<file path="src/tnpc_pkg.sv">
// ----------------------------------------------------------------------------
// tnpc_pkg
// Shared types and class codes for the Thumb next-address unit.
// ----------------------------------------------------------------------------
package tnpc_pkg;

	localparam int unsigned ADDR_W  = 32;
	localparam int unsigned WORD_W  = 16;
	localparam int unsigned FLAGS_W = 4;
	localparam int unsigned CLASS_W = 6;

	typedef logic [ADDR_W-1:0]  addr_t;
	typedef logic [WORD_W-1:0]  word_t;
	typedef logic [FLAGS_W-1:0] flags_t;
	typedef logic [CLASS_W-1:0] class_t;

	// class numbers; bases are offset by opcode fields in the decoder
	localparam class_t CLS_SHIFT_IMM = 6'd0;
	localparam class_t CLS_ADDSUB_REG = 6'd3;
	localparam class_t CLS_ADDSUB_IMM = 6'd5;
	localparam class_t CLS_IMM8      = 6'd7;
	localparam class_t CLS_ALU       = 6'd11;
	localparam class_t CLS_HI_ADD    = 6'd27;
	localparam class_t CLS_HI_CMP    = 6'd28;
	localparam class_t CLS_HI_MOV    = 6'd29;
	localparam class_t CLS_BX        = 6'd30;
	localparam class_t CLS_LDR_PC    = 6'd31;
	localparam class_t CLS_LS_REG    = 6'd32;
	localparam class_t CLS_LS_IMM    = 6'd40;
	localparam class_t CLS_LS_HALF   = 6'd44;
	localparam class_t CLS_LS_SP     = 6'd46;
	localparam class_t CLS_ADD_PCSP  = 6'd48;
	localparam class_t CLS_SP_ADJ    = 6'd50;
	localparam class_t CLS_PUSH_POP  = 6'd52;
	localparam class_t CLS_LDM_STM   = 6'd54;
	localparam class_t CLS_SWI       = 6'd56;
	localparam class_t CLS_BCC       = 6'd57;
	localparam class_t CLS_B         = 6'd58;
	localparam class_t CLS_BL_HI     = 6'd59;
	localparam class_t CLS_BL_LO     = 6'd60;
	localparam class_t CLS_UNKNOWN   = 6'd61;

	typedef enum logic [3:0] {
		COND_EQ, COND_NE, COND_CS, COND_CC,
		COND_MI, COND_PL, COND_VS, COND_VC,
		COND_HI, COND_LS, COND_GE, COND_LT,
		COND_GT, COND_LE, COND_AL, COND_NV
	} cond_t;

	typedef struct packed {
		logic  wr;
		addr_t value;
	} link_upd_t;

endpackage

</file>
<file path="src/tnpc_if.sv">
// ----------------------------------------------------------------------------
// tnpc_if
// Valid/ready channels for instruction items and next-address items.
// ----------------------------------------------------------------------------
interface tnpc_instr_if;
	logic                  valid;
	logic                  ready;
	logic [15:0]           instr_word;
	logic [31:0]           instr_addr;
	logic [3:0]            cond_flags;
	logic [31:0]           src_reg_value;
	logic [31:0]           pc_reg_value;

	modport source (output valid, instr_word, instr_addr, cond_flags,
		src_reg_value, pc_reg_value, input ready);
	modport sink (input valid, instr_word, instr_addr, cond_flags,
		src_reg_value, pc_reg_value, output ready);
endinterface

interface tnpc_result_if;
	logic        valid;
	logic        ready;
	logic [31:0] next_addr;
	logic [5:0]  instr_class;

	modport source (output valid, next_addr, instr_class, input ready);
	modport sink (input valid, next_addr, instr_class, output ready);
endinterface

</file>
<file path="src/tnpc_classify.sv">
// ----------------------------------------------------------------------------
// tnpc_classify
// Sort a Thumb halfword into one of 62 instruction classes.
// ----------------------------------------------------------------------------
module tnpc_classify (
	input  tnpc_pkg::word_t  instr_word,
	output tnpc_pkg::class_t instr_class
);
	import tnpc_pkg::*;

	word_t w;
	assign w = instr_word;

	always_comb begin
		instr_class = CLS_UNKNOWN;
		unique case (w[15:13])
			3'd0: begin
				if (w[12:11] != 2'd3)
					instr_class = CLS_SHIFT_IMM + {4'd0, w[12:11]};
				else if (!w[10])
					instr_class = CLS_ADDSUB_REG + {5'd0, w[9]};
				else
					instr_class = CLS_ADDSUB_IMM + {5'd0, w[9]};
			end
			3'd1: instr_class = CLS_IMM8 + {4'd0, w[12:11]};
			3'd2: begin
				unique case (w[12:10])
					3'd0:       instr_class = CLS_ALU + {2'd0, w[9:6]};
					3'd1:       instr_class = CLS_HI_ADD + {4'd0, w[9:8]};
					3'd2, 3'd3: instr_class = CLS_LDR_PC;
					default:    instr_class = CLS_LS_REG + {3'd0, w[11:9]};
				endcase
			end
			3'd3: instr_class = CLS_LS_IMM + {4'd0, w[12:11]};
			3'd4: begin
				if (!w[12])
					instr_class = CLS_LS_HALF + {5'd0, w[11]};
				else
					instr_class = CLS_LS_SP + {5'd0, w[11]};
			end
			3'd5: begin
				if (!w[12])
					instr_class = CLS_ADD_PCSP + {5'd0, w[11]};
				else if (w[11:8] == 4'd0)
					instr_class = CLS_SP_ADJ + {5'd0, w[7]};
				else
					instr_class = CLS_PUSH_POP + {5'd0, w[11]};
			end
			3'd6: begin
				if (!w[12])
					instr_class = CLS_LDM_STM + {5'd0, w[11]};
				else if (w[11:8] == 4'hF)
					instr_class = CLS_SWI;
				else
					instr_class = CLS_BCC;
			end
			default: begin
				unique case (w[12:11])
					2'd0:    instr_class = CLS_B;
					2'd1:    instr_class = CLS_UNKNOWN;
					2'd2:    instr_class = CLS_BL_HI;
					default: instr_class = CLS_BL_LO;
				endcase
			end
		endcase
	end

endmodule

</file>
<file path="src/tnpc_target.sv">
// ----------------------------------------------------------------------------
// tnpc_target
// Work out the next address and the link update for one classified item.
// ----------------------------------------------------------------------------
module tnpc_target (
	input  tnpc_pkg::class_t    instr_class,
	input  tnpc_pkg::word_t     instr_word,
	input  tnpc_pkg::addr_t     instr_addr,
	input  tnpc_pkg::flags_t    cond_flags,
	input  tnpc_pkg::addr_t     src_reg_value,
	input  tnpc_pkg::addr_t     pc_reg_value,
	input  tnpc_pkg::addr_t     link_target,
	output tnpc_pkg::addr_t     next_addr,
	output tnpc_pkg::link_upd_t link_upd
);
	import tnpc_pkg::*;

	function automatic logic cond_pass(input cond_t code, input flags_t f);
		logic n, z, c, v;
		n = f[3];
		z = f[2];
		c = f[1];
		v = f[0];
		case (code)
			COND_EQ: cond_pass = z;
			COND_NE: cond_pass = !z;
			COND_CS: cond_pass = c;
			COND_CC: cond_pass = !c;
			COND_MI: cond_pass = n;
			COND_PL: cond_pass = !n;
			COND_VS: cond_pass = v;
			COND_VC: cond_pass = !v;
			COND_HI: cond_pass = c && !z;
			COND_LS: cond_pass = !c || z;
			COND_GE: cond_pass = (n == v);
			COND_LT: cond_pass = (n != v);
			COND_GT: cond_pass = !z && (n == v);
			COND_LE: cond_pass = z || (n != v);
			COND_AL: cond_pass = 1'b1;
			default: cond_pass = 1'b0;
		endcase
	endfunction

	word_t w;
	addr_t fall_thru;
	addr_t bcc_off;
	addr_t b_off;
	addr_t bl_hi_off;
	addr_t bl_lo_off;
	logic  rd_is_pc;

	assign w         = instr_word;
	assign fall_thru = instr_addr + 32'd2;
	assign bcc_off   = {{23{w[7]}}, w[7:0], 1'b0};
	assign b_off     = {{20{w[10]}}, w[10:0], 1'b0};
	assign bl_hi_off = {{9{w[10]}}, w[10:0], 12'd0};
	assign bl_lo_off = {20'd0, w[10:0], 1'b0};
	assign rd_is_pc  = ({w[7], w[2:0]} == 4'hF);

	always_comb begin
		next_addr = fall_thru;
		case (instr_class)
			CLS_HI_ADD: if (rd_is_pc) next_addr = src_reg_value + pc_reg_value;
			CLS_HI_MOV: if (rd_is_pc) next_addr = src_reg_value;
			CLS_BX:     next_addr = {src_reg_value[31:1], 1'b0};
			CLS_BCC: begin
				if (cond_pass(cond_t'(w[11:8]), cond_flags))
					next_addr = instr_addr + bcc_off + 32'd4;
			end
			CLS_B:      next_addr = instr_addr + b_off + 32'd4;
			CLS_BL_LO:  next_addr = link_target + bl_lo_off;
			default:    next_addr = fall_thru;
		endcase
	end

	assign link_upd.wr    = (instr_class == CLS_BL_HI);
	assign link_upd.value = instr_addr + bl_hi_off + 32'd4;

endmodule

</file>
<file path="src/thumb_next_pc_calculator.sv">
// Path: an accepted item goes through the input register, then the result register.
// Throughput: one item per cycle; the input register and the result register
// each advance whenever the result register is empty or being taken.
// Reset: arst_n clears both stage valid bits and the BL link target to zero.
// ----------------------------------------------------------------------------
// thumb_next_pc_calculator
// Classify a Thumb halfword and give the address of the next instruction.
// ----------------------------------------------------------------------------
module thumb_next_pc_calculator (
	input logic          clk,
	input logic          arst_n,
	tnpc_instr_if.sink   instr,
	tnpc_result_if.source result
);
	import tnpc_pkg::*;

	// stage 1: registered input item
	logic   valid_s1;
	word_t  word_s1;
	addr_t  addr_s1;
	flags_t flags_s1;
	addr_t  src_s1;
	addr_t  pcv_s1;

	// stage 2: registered result item
	logic   valid_s2;
	addr_t  next_s2;
	class_t class_s2;

	// partial target left by the first BL half
	addr_t  link_target_q;

	logic      advance;
	class_t    cls;
	addr_t     next_addr;
	link_upd_t link_upd;

	// Move stage 1 into the result register when it is free or being drained.
	assign advance     = !valid_s2 || result.ready;
	assign instr.ready = !valid_s1 || advance;

	always_ff @(posedge clk or negedge arst_n) begin
		if (!arst_n) begin
			valid_s1 <= 1'b0;
		end else if (instr.ready) begin
			valid_s1 <= instr.valid;
		end
	end

	// Payload needs no reset; load only on an accepted item.
	always_ff @(posedge clk) begin
		if (instr.valid && instr.ready) begin
			word_s1  <= instr.instr_word;
			addr_s1  <= instr.instr_addr;
			flags_s1 <= instr.cond_flags;
			src_s1   <= instr.src_reg_value;
			pcv_s1   <= instr.pc_reg_value;
		end
	end

	tnpc_classify u_classify (
		.instr_word  (word_s1),
		.instr_class (cls)
	);

	// The link target is read here and written on the same edge that retires
	// the item, so a second BL half right behind a first sees the new value.
	tnpc_target u_target (
		.instr_class   (cls),
		.instr_word    (word_s1),
		.instr_addr    (addr_s1),
		.cond_flags    (flags_s1),
		.src_reg_value (src_s1),
		.pc_reg_value  (pcv_s1),
		.link_target   (link_target_q),
		.next_addr     (next_addr),
		.link_upd      (link_upd)
	);

	always_ff @(posedge clk or negedge arst_n) begin
		if (!arst_n) begin
			valid_s2      <= 1'b0;
			link_target_q <= '0;
		end else if (advance) begin
			valid_s2 <= valid_s1;
			if (valid_s1 && link_upd.wr)
				link_target_q <= link_upd.value;
		end
	end

	// Hold the result while the sink stalls.
	always_ff @(posedge clk) begin
		if (advance && valid_s1) begin
			next_s2  <= next_addr;
			class_s2 <= cls;
		end
	end

	assign result.valid       = valid_s2;
	assign result.next_addr   = next_s2;
	assign result.instr_class = class_s2;

endmodule
</file>
<file path="src/flat_wrapper.sv">
// flat-port wrapper written by rule: the top's interface ports become plain ports
module thumb_next_pc_calculator_flat import tnpc_pkg::*;
  (clk, arst_n, instr_valid, instr_instr_word, instr_instr_addr, instr_cond_flags, instr_src_reg_value, instr_pc_reg_value, instr_ready, result_valid, result_next_addr, result_instr_class, result_ready);
  tnpc_instr_if instr_i ();
  tnpc_result_if result_i ();
  input logic clk;
  input logic arst_n;
  input wire logic [$bits(instr_i.valid)-1:0] instr_valid;
  input wire logic [$bits(instr_i.instr_word)-1:0] instr_instr_word;
  input wire logic [$bits(instr_i.instr_addr)-1:0] instr_instr_addr;
  input wire logic [$bits(instr_i.cond_flags)-1:0] instr_cond_flags;
  input wire logic [$bits(instr_i.src_reg_value)-1:0] instr_src_reg_value;
  input wire logic [$bits(instr_i.pc_reg_value)-1:0] instr_pc_reg_value;
  output wire logic [$bits(instr_i.ready)-1:0] instr_ready;
  output wire logic [$bits(result_i.valid)-1:0] result_valid;
  output wire logic [$bits(result_i.next_addr)-1:0] result_next_addr;
  output wire logic [$bits(result_i.instr_class)-1:0] result_instr_class;
  input wire logic [$bits(result_i.ready)-1:0] result_ready;
  assign instr_i.valid = instr_valid;
  assign instr_i.instr_word = instr_instr_word;
  assign instr_i.instr_addr = instr_instr_addr;
  assign instr_i.cond_flags = instr_cond_flags;
  assign instr_i.src_reg_value = instr_src_reg_value;
  assign instr_i.pc_reg_value = instr_pc_reg_value;
  assign instr_ready = instr_i.ready;
  assign result_valid = result_i.valid;
  assign result_next_addr = result_i.next_addr;
  assign result_instr_class = result_i.instr_class;
  assign result_i.ready = result_ready;
  thumb_next_pc_calculator u_core (.clk(clk), .arst_n(arst_n), .instr(instr_i), .result(result_i));
endmodule
</file>
<file path="config.mk">
export PLATFORM = sky130hd
export DESIGN_NAME = thumb_next_pc_calculator_flat
export DESIGN_NICKNAME = d
export VERILOG_FILES = /design/src/tnpc_pkg.sv /design/src/tnpc_if.sv /design/src/tnpc_classify.sv /design/src/tnpc_target.sv /design/src/thumb_next_pc_calculator.sv /design/src/flat_wrapper.sv
export SDC_FILE = /design/constraint.sdc
export NUM_CORES = 1
export LEC_CHECK = 0
export ABC_AREA = 1
export ABC_CLOCK_PERIOD_IN_PS = 3200
export BUFFER_PORTS_ARGS = -buffer_cell sky130_fd_sc_hd__clkbuf_2
export CORE_MARGIN = 2
export CORE_UTILIZATION = 30
export DETAILED_ROUTE_END_ITERATION = 16
export GPL_TIMING_DRIVEN = 0
export SYNTH_ARGS = -nofsm -noshare
export SYNTH_HDL_FRONTEND = slang
export SYNTH_SLANG_ARGS = --single-unit
export TNS_END_PERCENT = 50
</file>
<file path="constraint.sdc">
create_clock -name clk -period 3.2 [get_ports clk]
set_clock_uncertainty 0.2 [all_clocks]
set_input_delay 0.16 -clock clk [delete_from_list [all_inputs] [get_ports clk]]
set_output_delay 0.16 -clock clk [all_outputs]
set_load 0.01 [all_outputs]
</file>
-- Yosys cells after proc, flatten, opt, wreduce, memory -nomap -nowiden
Index checks and enable logic that the tools add are counted.
- bits in registers: 188
- input bits: 120
- output and inout bits: 40
- word-level logic and storage cells: 106
- add/sub/neg operators: 22
- equal/unequal tests: 37
- mux-type cells: 16
- reductions and logical operators: 21
- operators with widths (cell ; number):
    case mux 32 bit (6 select lines) ; 1
    adder 32 bit ; 4
    adder 32 x 3 -> 32 bit, second input constant ; 3
    two-way mux 32 bit ; 3
    case mux 6 bit (7 select lines) ; 1
    == test 4 bit, second input constant ; 9
    adder 32 x 12 -> 32 bit ; 1
    adder 32 x 2 -> 32 bit, second input constant ; 1
    adder 5 x 2 -> 6 bit, first input constant ; 5
    == test 6 bit, second input constant ; 4
    two-way mux 6 bit ; 4
    == test 6 x 5 -> 1 bit, second input constant ; 3
    case mux 6 bit (3 select lines) ; 1
    == test 4 x 3 -> 1 bit, second input constant ; 4
    case mux 1 bit (15 select lines) ; 1
    adder 6 x 1 -> 6 bit, first input constant ; 2
    == test 3 x 2 -> 1 bit, second input constant ; 4
    == test 3 bit, second input constant ; 3
    case mux 3 bit (3 select lines) ; 1
    == test 4 x 2 -> 1 bit, second input constant ; 2
    two-way mux 4 bit ; 2
    adder 6 x 2 -> 6 bit, first input constant ; 1
    adder 6 x 3 -> 6 bit, first input constant ; 1
    == test 3 x 1 -> 1 bit, second input constant ; 2
    other kinds (19) ; 33

-- Depth between registers and ports, before layout
Gate-level depths: netlist of run 1.
- depth after elaboration: 8
- gate-level depth with buffers: 21
- gate-level depth less buffers: 21

-- Modules after synthesis
A second synthesis of run 1 with hierarchy kept.
- cell total of the unflattened synthesis: 2712
- area total of the unflattened synthesis: 18625.4 um^2
- by module, submodules not included (module ; times used ; cells an instance ; area an instance (um^2) ; sequential area each (um^2)):
    tnpc_target ; 1 ; 2273 ; 11770.0 ; 0.0
    thumb_next_pc_calculator ; 1 ; 308 ; 6109.6 ; 5475.3
    tnpc_classify ; 1 ; 131 ; 745.7 ; 0.0

-- Worst setup path before layout of run 1
Ideal clock, no wire load.
- kind: register -> register
- from: reg u_core.valid_s2 (netlist: u_core.result.valid)
- to: reg u_core.addr_s1[0], enable pin
- setup time: 0.469 ns
- data arrival time: 2.975 ns
- data required time: 2.531 ns
- path slack: -0.444 ns
- stages on the path, launching flop included: 6
- path buffers: 0
- clock period less this slack: 3.644 ns
- path through: dfrtp_1 -> inv_1 -> nor2_1 -> nand2_1 -> nand2_1 -> inv_1
- cells in the longest elaborated chain, start to end: 4
- ends and longest elaborated chain (what ; RTL line ; source):
    start, declared ; thumb_next_pc_calculator.sv:26 ; logic valid_s2;
    start signal, assigned ; thumb_next_pc_calculator.sv:85 ; valid_s2 <= valid_s1;
    zero test 1 bit ; thumb_next_pc_calculator.sv:39 ; assign advance = !valid_s2 || result.ready;
    logical OR 1 bit ; thumb_next_pc_calculator.sv:39 ;
    logical OR 1 bit ; thumb_next_pc_calculator.sv:40 ; assign instr.ready = !valid_s1 || advance;
    via instr_ready ; flat_wrapper.sv:14 ; output wire logic [$bits(instr_i.ready)-1:0] instr_ready;
    logical AND 1 bit ; thumb_next_pc_calculator.sv:52 ; if (instr.valid && instr.ready) begin
    end signal, assigned ; thumb_next_pc_calculator.sv:54 ; addr_s1 <= instr.instr_addr;
    end, declared ; thumb_next_pc_calculator.sv:20 ; addr_t addr_s1;
The timed path passes the listed nets, and every way through them passes these cells.
A chain may end at the register's enable or synchronous reset.

-- Final worst setup path of run 1
- from: reg u_core.addr_s1[26]
- to: reg u_core.next_s2[28] (netlist: u_core.result.next_addr[28]), data pin
- cells in the longest elaborated chain, start to end: 4
- elaborated cells between the ends (all ways): 9
- classes of those cells: add/sub: 5; mux: 4
- ends and longest elaborated chain (what ; RTL line ; source):
    adder 32 bit ; tnpc_target.sv:68 ; next_addr = instr_addr + bcc_off + 32'd4;
    adder 32 x 3 -> 32 bit ; tnpc_target.sv:68 ;
    two-way mux 32 bit ; tnpc_target.sv:67 ; if (cond_pass(cond_t'(w[11:8]), cond_flags))
    case mux 32 bit (6 select lines) (*) ; tnpc_target.sv:62 ; case (instr_class)
    via u_core.next_addr[28] ; thumb_next_pc_calculator.sv:35 ; addr_t next_addr;
    end signal, assigned ; thumb_next_pc_calculator.sv:94 ; next_s2 <= next_addr;
    end, declared ; thumb_next_pc_calculator.sv:27 ; addr_t next_s2;
Mark *: on every way through the listed nets, which the timed path passes. The rest lies on a longest branch.

==> results of run 1 <==
[state kept, by name (all words and copies together) (netlist names)]
signal and count:
u_core.result.next_addr 32, u_core.result.instr_class 6, u_core.link_target_q 32, u_core.src_s1 32, u_core.word_s1 16, u_core.result.valid 1
u_core.pcv_s1 32, u_core.flags_s1 4, u_core.addr_s1 32, u_core.valid_s1 1
[Yosys cell counts, drive strengths merged]
cell,number,area (sq um)
nand2,882,3360
inv,364,1370
nor2,294,1200
nand3,291,1560
ha,169,2110
o21ai,164,825
a21oi,154,778
edfxtp,154,4620
nand4,65,422
nor3,51,270
xor2,49,429
xnor2,38,333
dfrtp,34,851
buf,31,218
nand3b,25,188
clkbuf,17,63.8
or2,16,100
fa,11,220
nor4,9,56.3
o21bai,9,67.6
o21a,8,60.1
a21o,5,37.5
a31oi,5,31.3
a21boi,4,30.0
clkinv,3,11.3
nor3b,3,27.5
o211ai,3,22.5
a221oi,2,17.5
o31ai,2,20.0
a211oi,1,7.51
and2,1,6.26
and3,1,6.26
[worst reg2reg max path: cells and delay by family, from the launching register on]
kind	cells	cell delay [ns]
AOI/OAI and AO/OA	3	0.35
adders and majority gates	2	0.85
buffers and inverters	1	0.16
DFF	1	0.75
and+or+nand+nor	6	0.70
[power by group]
group          switching (uW)  internal (uW)  leakage (uW)
combinational            3350           1940       0.00990
clock                    1110           1100      0.000281
sequential                314           3020       0.00190
[worst max path at each step]
| stage | start | to | slack [ns] | cells past startpoint |
|---|---|---|---|---|
| floorplan | u_core.word_s1[10] | u_core.result.next_addr[1] | -0.19 | 16 |
| global placement | u_core.word_s1[10] | u_core.result.next_addr[28] | -1.72 | 15 |
| detailed placement | u_core.word_s1[7] | u_core.result.next_addr[21] | -1.25 | 15 |
| CTS | u_core.word_s1[10] | u_core.result.next_addr[27] | -0.06 | 17 |
| global route | u_core.word_s1[10] | u_core.result.next_addr[26] | -0.19 | 14 |
| finish | u_core.addr_s1[26] | u_core.result.next_addr[28] | -0.07 | 12 |
[layout make-up]
class | instances | area [sq um] | share of cell area
Multi-Input combinational cell | 2262 | 14100 | 0.537
Sequential cell | 188 | 5480 | 0.209
Timing Repair Buffer | 412 | 3200 | 0.122
Inverter | 367 | 1410 | 0.0539
Tap cell | 855 | 1070 | 0.0408
Clock buffer | 18 | 429 | 0.0164
Buffer | 48 | 404 | 0.0154
Clock inverter | 13 | 154 | 0.00587
[per-stage QoR]
step,utilization,setup TNS (ns)
3_5_place_dp,0.333,-40.67
3_3_place_gp,0.331,-230.28
6_report,0.409,-0.413
5_1_grt,0.409,-2.67
2_1_floorplan,-,-6.81
4_1_cts,0.391,-0.182
[metal layers]
layer,vias up,routed length (um),GRT usage
li1,10352,-,-
met1,10083,35200,0.325
met2,912,36400,0.378
met3,179,6640,0.0463
met4,0,4090,0.115
met5,-,0,0
[kinds of logic after synthesis]
logic type	Yosys count	synth area share
AOI/OAI and AO/OA	357	0.0981
xor gates and xnor gates	87	0.0394
adders and majority gates	180	0.121
buffers and inverters	415	0.0861
DFF	188	0.283
and+or+nand+nor	1638	0.373
[timing repair]
item | in CTS | in global routing
setup buffers | 91 | 35
gates resized for setup | 283 | 229
pin swaps | 61 | 68
endpoints found under the setup margin | 64 | 64
hold buffers | 121 | 0
endpoints found under the hold margin | 156 | 0
gates cloned | 0 | 1
==> metrics, run 1 <==
status=finished with violations; failing checks=negative setup slack; most common cell after layout, fill and taps aside=nand2_1; Worst Path Buf+Inv=1; total clock sinks=188; critical path class=reg -> reg; Post-Place Setup Slack=-1.25 ns; average cell area after synthesis=6.75 sq um; Via density=5.17; Cell Area, Synth=19,300 sq um; CTS tree=yes; first-pass GRT wire length=121,000 um; fmax=305 MHz; pwr/cell area=413 nW/um^2; initial antenna violation count=0; final instance area=26,200 sq um; Post-Place Cells=3,885; RSZ-0062 raised after global routing=yes; number of diodes=0; slowest CP cell=edfxtp_1; RR Startpoint=u_core.addr_s1[26]; DRT antenna net count=0; via count=21,526; num ports=160; final wirelength=82,400 um; number of synthesis warnings=0; Final Max Tran Viols=0; final setup margin=-0.0738 ns; cell count after synthesis=2,865; total CTS buffers=17; synthesized flop and latch total=188; row count=93; WHS=0.128 ns; Final Hold Vio Count=0; Max-Cap Viols=0; CP arrival=3.32 ns; Die Ht=258 um; Clock transition at path regs=0.08 ns; final setup fails=12; Worst Setup Start Kind=flop; 1st-iter DRT viols=1,927; area delta synth->final=35.6%; Critical Path Fanout Max=7; Port Buffers=159; Final Cycle Share=1.02; Worst Hold Class=in -> async; Critical Path Sink Type=flop; total power=10,800 uW; Initial Util=0.302; Leak Pwr=0.0121 uW; CTS Buffer Depth=2; GP Congestion=1.02; Filler cells=6,671; max_slew headroom=0.367; VDD IR max=0.326 mV; Core Region=64,100 sq um; Die X=258 um; critical path, cell by cell=ha_2 -> fa_2 -> inv_1 -> o21ai_2 -> nor2_1 -> nand2_1 -> a21oi_2 -> nand3_1 -> nand3_4 -> o21ai_4 -> nor2_1 -> nand3_1; WL/cell=19.8 um; most frequent cells in the layout=791 x nand2_1, 337 x inv_1, 237 x nor2_1; GRT Total Usage=0.243; clk_lat worst skew=0.52 ns; post-synthesis net count=3,165; nets@finish=3,596; Remaining DRCs=0; placed cell areas=21,300 sq um; Slew @ Worst Pin=0.940 ns; die area=66,500 sq um; post-layout min period=3.27 ns; Non-Filler Instances=4,163; Worst EP required=3.24 ns; post-synthesis sequential area ratio=0.283; layout cells sized above 1=0.231; Root Buffer=clkbuf_16; Worst Reg-to-Reg Cells=12; Reg2Reg Setup Slack=-0.07 ns; FF-to-FF End=u_core.result.next_addr[28]; H-tree lvl count=4; largest net degree at the start of global routing=44; CP top delay family=adder cells; count of cell types in the netlist=52; grt ovf=0; dpl hpwl=64,300 um; drt pass-1 iters=6; vias in the first global route=19,938; Largest stage delay, worst path=0.75 ns
No activity file was read; power rests on OpenSTA's default activity.
==> inputs of run 2 (changes only) <==
--- a/config.mk
+++ b/config.mk
@@ -6,7 +6,7 @@
 export NUM_CORES = 1
 export LEC_CHECK = 0
 export ABC_AREA = 1
-export ABC_CLOCK_PERIOD_IN_PS = 3200
+export ABC_CLOCK_PERIOD_IN_PS = 3470
 export BUFFER_PORTS_ARGS = -buffer_cell sky130_fd_sc_hd__clkbuf_2
 export CORE_MARGIN = 2
 export CORE_UTILIZATION = 30
==> constraint.sdc (replaced) <==
create_clock -name clk -period 3.47 [get_ports clk]
set_clock_uncertainty 0.2 [all_clocks]
set_input_delay 0.1735 -clock clk [delete_from_list [all_inputs] [get_ports clk]]
set_output_delay 0.1735 -clock clk [all_outputs]
set_load 0.01 [all_outputs]
==> run 2 against run 1 <==
- the run now ends clean
- register-to-register slack better by 0.15 ns
- setup slack better by 0.15 ns
- global-route usage down 0.55 points
- sequential power down 7.5%
- final cell count down 1.5%
- sequential share of layout area up 1.4 points
==> metrics, run 2 (synthesized netlist as in run 1, its figures left out) <==
Int Power=5330 uW (was 6070 uW); CP arrival=3.45 ns (was 3.32 ns); placed cell areas=21,300 sq um (unchanged); Final Max Tran Viols=0 (unchanged); most frequent cells in the layout=834 x nand2_1, 345 x inv_1, 262 x nor2_1 (was 791 x nand2_1, 337 x inv_1, 237 x nor2_1); clk_lat worst skew=0.51 ns (was 0.52 ns); via count=20,986 (was 21,526); post-layout min period=3.39 ns (was 3.27 ns); pwr/cell area=387 nW/um^2 (was 413 nW/um^2); area of the multi-input gates=13,000 sq um (was 14,100 sq um); num ports=160 (unchanged); Psw=4180 uW (was 4780 uW); CP Launch Point=u_core.word_s1[0] (was u_core.addr_s1[26]); largest net degree at the start of global routing=44 (unchanged); Seq. cell area=5480 sq um (unchanged); Leak Pwr=0.0116 uW (was 0.0121 uW); Clk pwr share=0.214 (was 0.204); RR Startpoint=u_core.word_s1[0] (was u_core.addr_s1[26]); Via density=5.12 (was 5.17); switching share of power=0.439 (was 0.441); RSZ-0062 raised after global routing=yes (unchanged); Reg2Reg Setup Slack=0.08 ns (was -0.07 ns); Port Buffers=159 (unchanged); GP Congestion=1.02 (unchanged); DRT antenna net count=0 (unchanged); area delta synth->final=26.9% (was 35.6%); total CTS buffers=17 (unchanged); final setup fails=0 (was 12); critical path class=reg -> reg (unchanged); Max-Cap Viols=0 (unchanged); Die Ht=258 um (unchanged); row count=93 (unchanged); first-pass GRT wire length=118,000 um (was 121,000 um); Worst Hold Class=in -> async (unchanged); die area=66,500 sq um (unchanged); initial antenna violation count=0 (unchanged); Root Buffer=clkbuf_16 (unchanged); 1st-iter DRT viols=2,112 (was 1,927); H-tree lvl count=4 (unchanged); Remaining DRCs=0 (unchanged); Clock transition at path regs=0.08 ns (about the same); GRT Total Usage=0.238 (was 0.243); drt pass-1 iters=6 (unchanged); final wirelength=80,000 um (was 82,400 um); Logic pwr share=0.461 (was 0.488); Filler cells=6,822 (was 6,671); status=complete, no violations (was finished with violations); nets@finish=3,535 (was 3,596); Initial Util=0.302 (unchanged); fmax=295 MHz (was 305 MHz); layout cells sized above 1=0.168 (was 0.231); max_slew headroom=0.343 (was 0.367); Post-Place Setup Slack=-0.978 ns (was -1.25 ns); Worst Setup Start Kind=flop (unchanged); total clock sinks=188 (unchanged); Worst EP required=3.53 ns (was 3.24 ns); dpl hpwl=64,300 um (unchanged); Sequential Power Share=0.325 (was 0.308); Critical Path Fanout Max=6 (was 7); Critical Path Sink Type=flop (unchanged); Final Hold Vio Count=0 (unchanged); WHS=0.140 ns (was 0.128 ns); Slew @ Worst Pin=0.975 ns (was 0.940 ns); Core Region=64,100 sq um (unchanged); number of diodes=0 (unchanged); most common cell after layout, fill and taps aside=nand2_1 (unchanged); Final Cycle Share=0.977 (was 1.02); grt ovf=0 (unchanged); CTS tree=yes (unchanged); final instance area=24,500 sq um (was 26,200 sq um); final setup margin=0.0782 ns (was -0.0738 ns); VDD IR max=0.296 mV (was 0.326 mV); Die X=258 um (unchanged); CTS Buffer Depth=2 (unchanged); WL/cell=19.5 um (was 19.8 um); vias in the first global route=19,467 (was 19,938)
[run 2: changes by cell type in the layout (fill, tap and decap cells not counted), sizes merged]
cell and change:
clkinv +1, clkbuf +8, inv +1, buf -69
clkinvlp -2
[run 2: power groups by stage]
| stage | clock network, uW | logic, uW | registers [uW] |
|---|---|---|---|
| after CTS | 2120 | 4010 | 3110 |
| final | 2030 | 4380 | 3090 |
| after global placement | 0 | 3690 | 3230 |
| after floorplan | 0 | 2560 | 3060 |
| after detailed placement | 0 | 3730 | 3200 |
| after global routing | 2170 | 4810 | 3120 |
[run 2: cell type report]
class	instances	area share
plain buffers	47	0.0129
clock buffers	18	0.0175
clock inverters	13	0.00627
inverters	367	0.0569
multi-input cells	2262	0.531
flip-flops and latches	188	0.223
well taps	855	0.0436
repair buffers	352	0.109
[run 2: repair_timing]
item	4_1_cts	5_1_grt
gates cloned	0	0
pin swaps	7	31
gates resized for setup	65	179
hold buffers	121	0
endpoints found under the setup margin	64	57
endpoints found under the hold margin	156	0
setup buffers	33	33
[run 2: final timing paths]
path                       cells past startpoint                     endpoint
max                                           17  u_core.result.next_addr[14]
min                                            2     u_core.link_target_q[27]
min in group clk                               2            u_core.src_s1[11]
min reg2reg                                    2      u_core.link_target_q[8]
max in group asynchronous                      2      u_core.link_target_q[8]
max reg2reg                                   17  u_core.result.next_addr[14]
[run 2: metal layers]
layer / routed length (um) / vias up / track usage
met4: 3730 / 0 / 0.113
met2: 35200 / 834 / 0.368
met1: 35000 / 9769 / 0.323
met5: 0 / - / 0
li1: - / 10229 / -
met3: 6110 / 154 / 0.0382
[run 2: stage by stage]
step | setup TNS (ns) | instances | total power [uW] | util
2_1_floorplan | 0 | 2865 | 5620 | -
5_1_grt | -0.175 | 4102 | 10100 | 0.383
3_5_place_dp | -23.40 | 3885 | 6930 | 0.333
6_report | 0 | 4102 | 9510 | 0.383
3_3_place_gp | -171.14 | 3879 | 6910 | 0.331
4_1_cts | -0.0188 | 4069 | 9230 | 0.368
[run 2: worst max-delay path: stages (launching register included)]
cell and delay, ns:
edfxtp_1 0.52, buf_4 0.19, ha_1 0.22, ha_4 0.17, inv_1 0.08, fa_2 0.26
inv_2 0.06, nand2_1 0.10, nand3_4 0.14, nand2_4 0.12, nand2_4 0.07, nand2_1 0.08
nand2_2 0.10, or2_2 0.28, nand3_1 0.10, nand2_1 0.11, nor2_1 0.23, nand3b_1 0.11
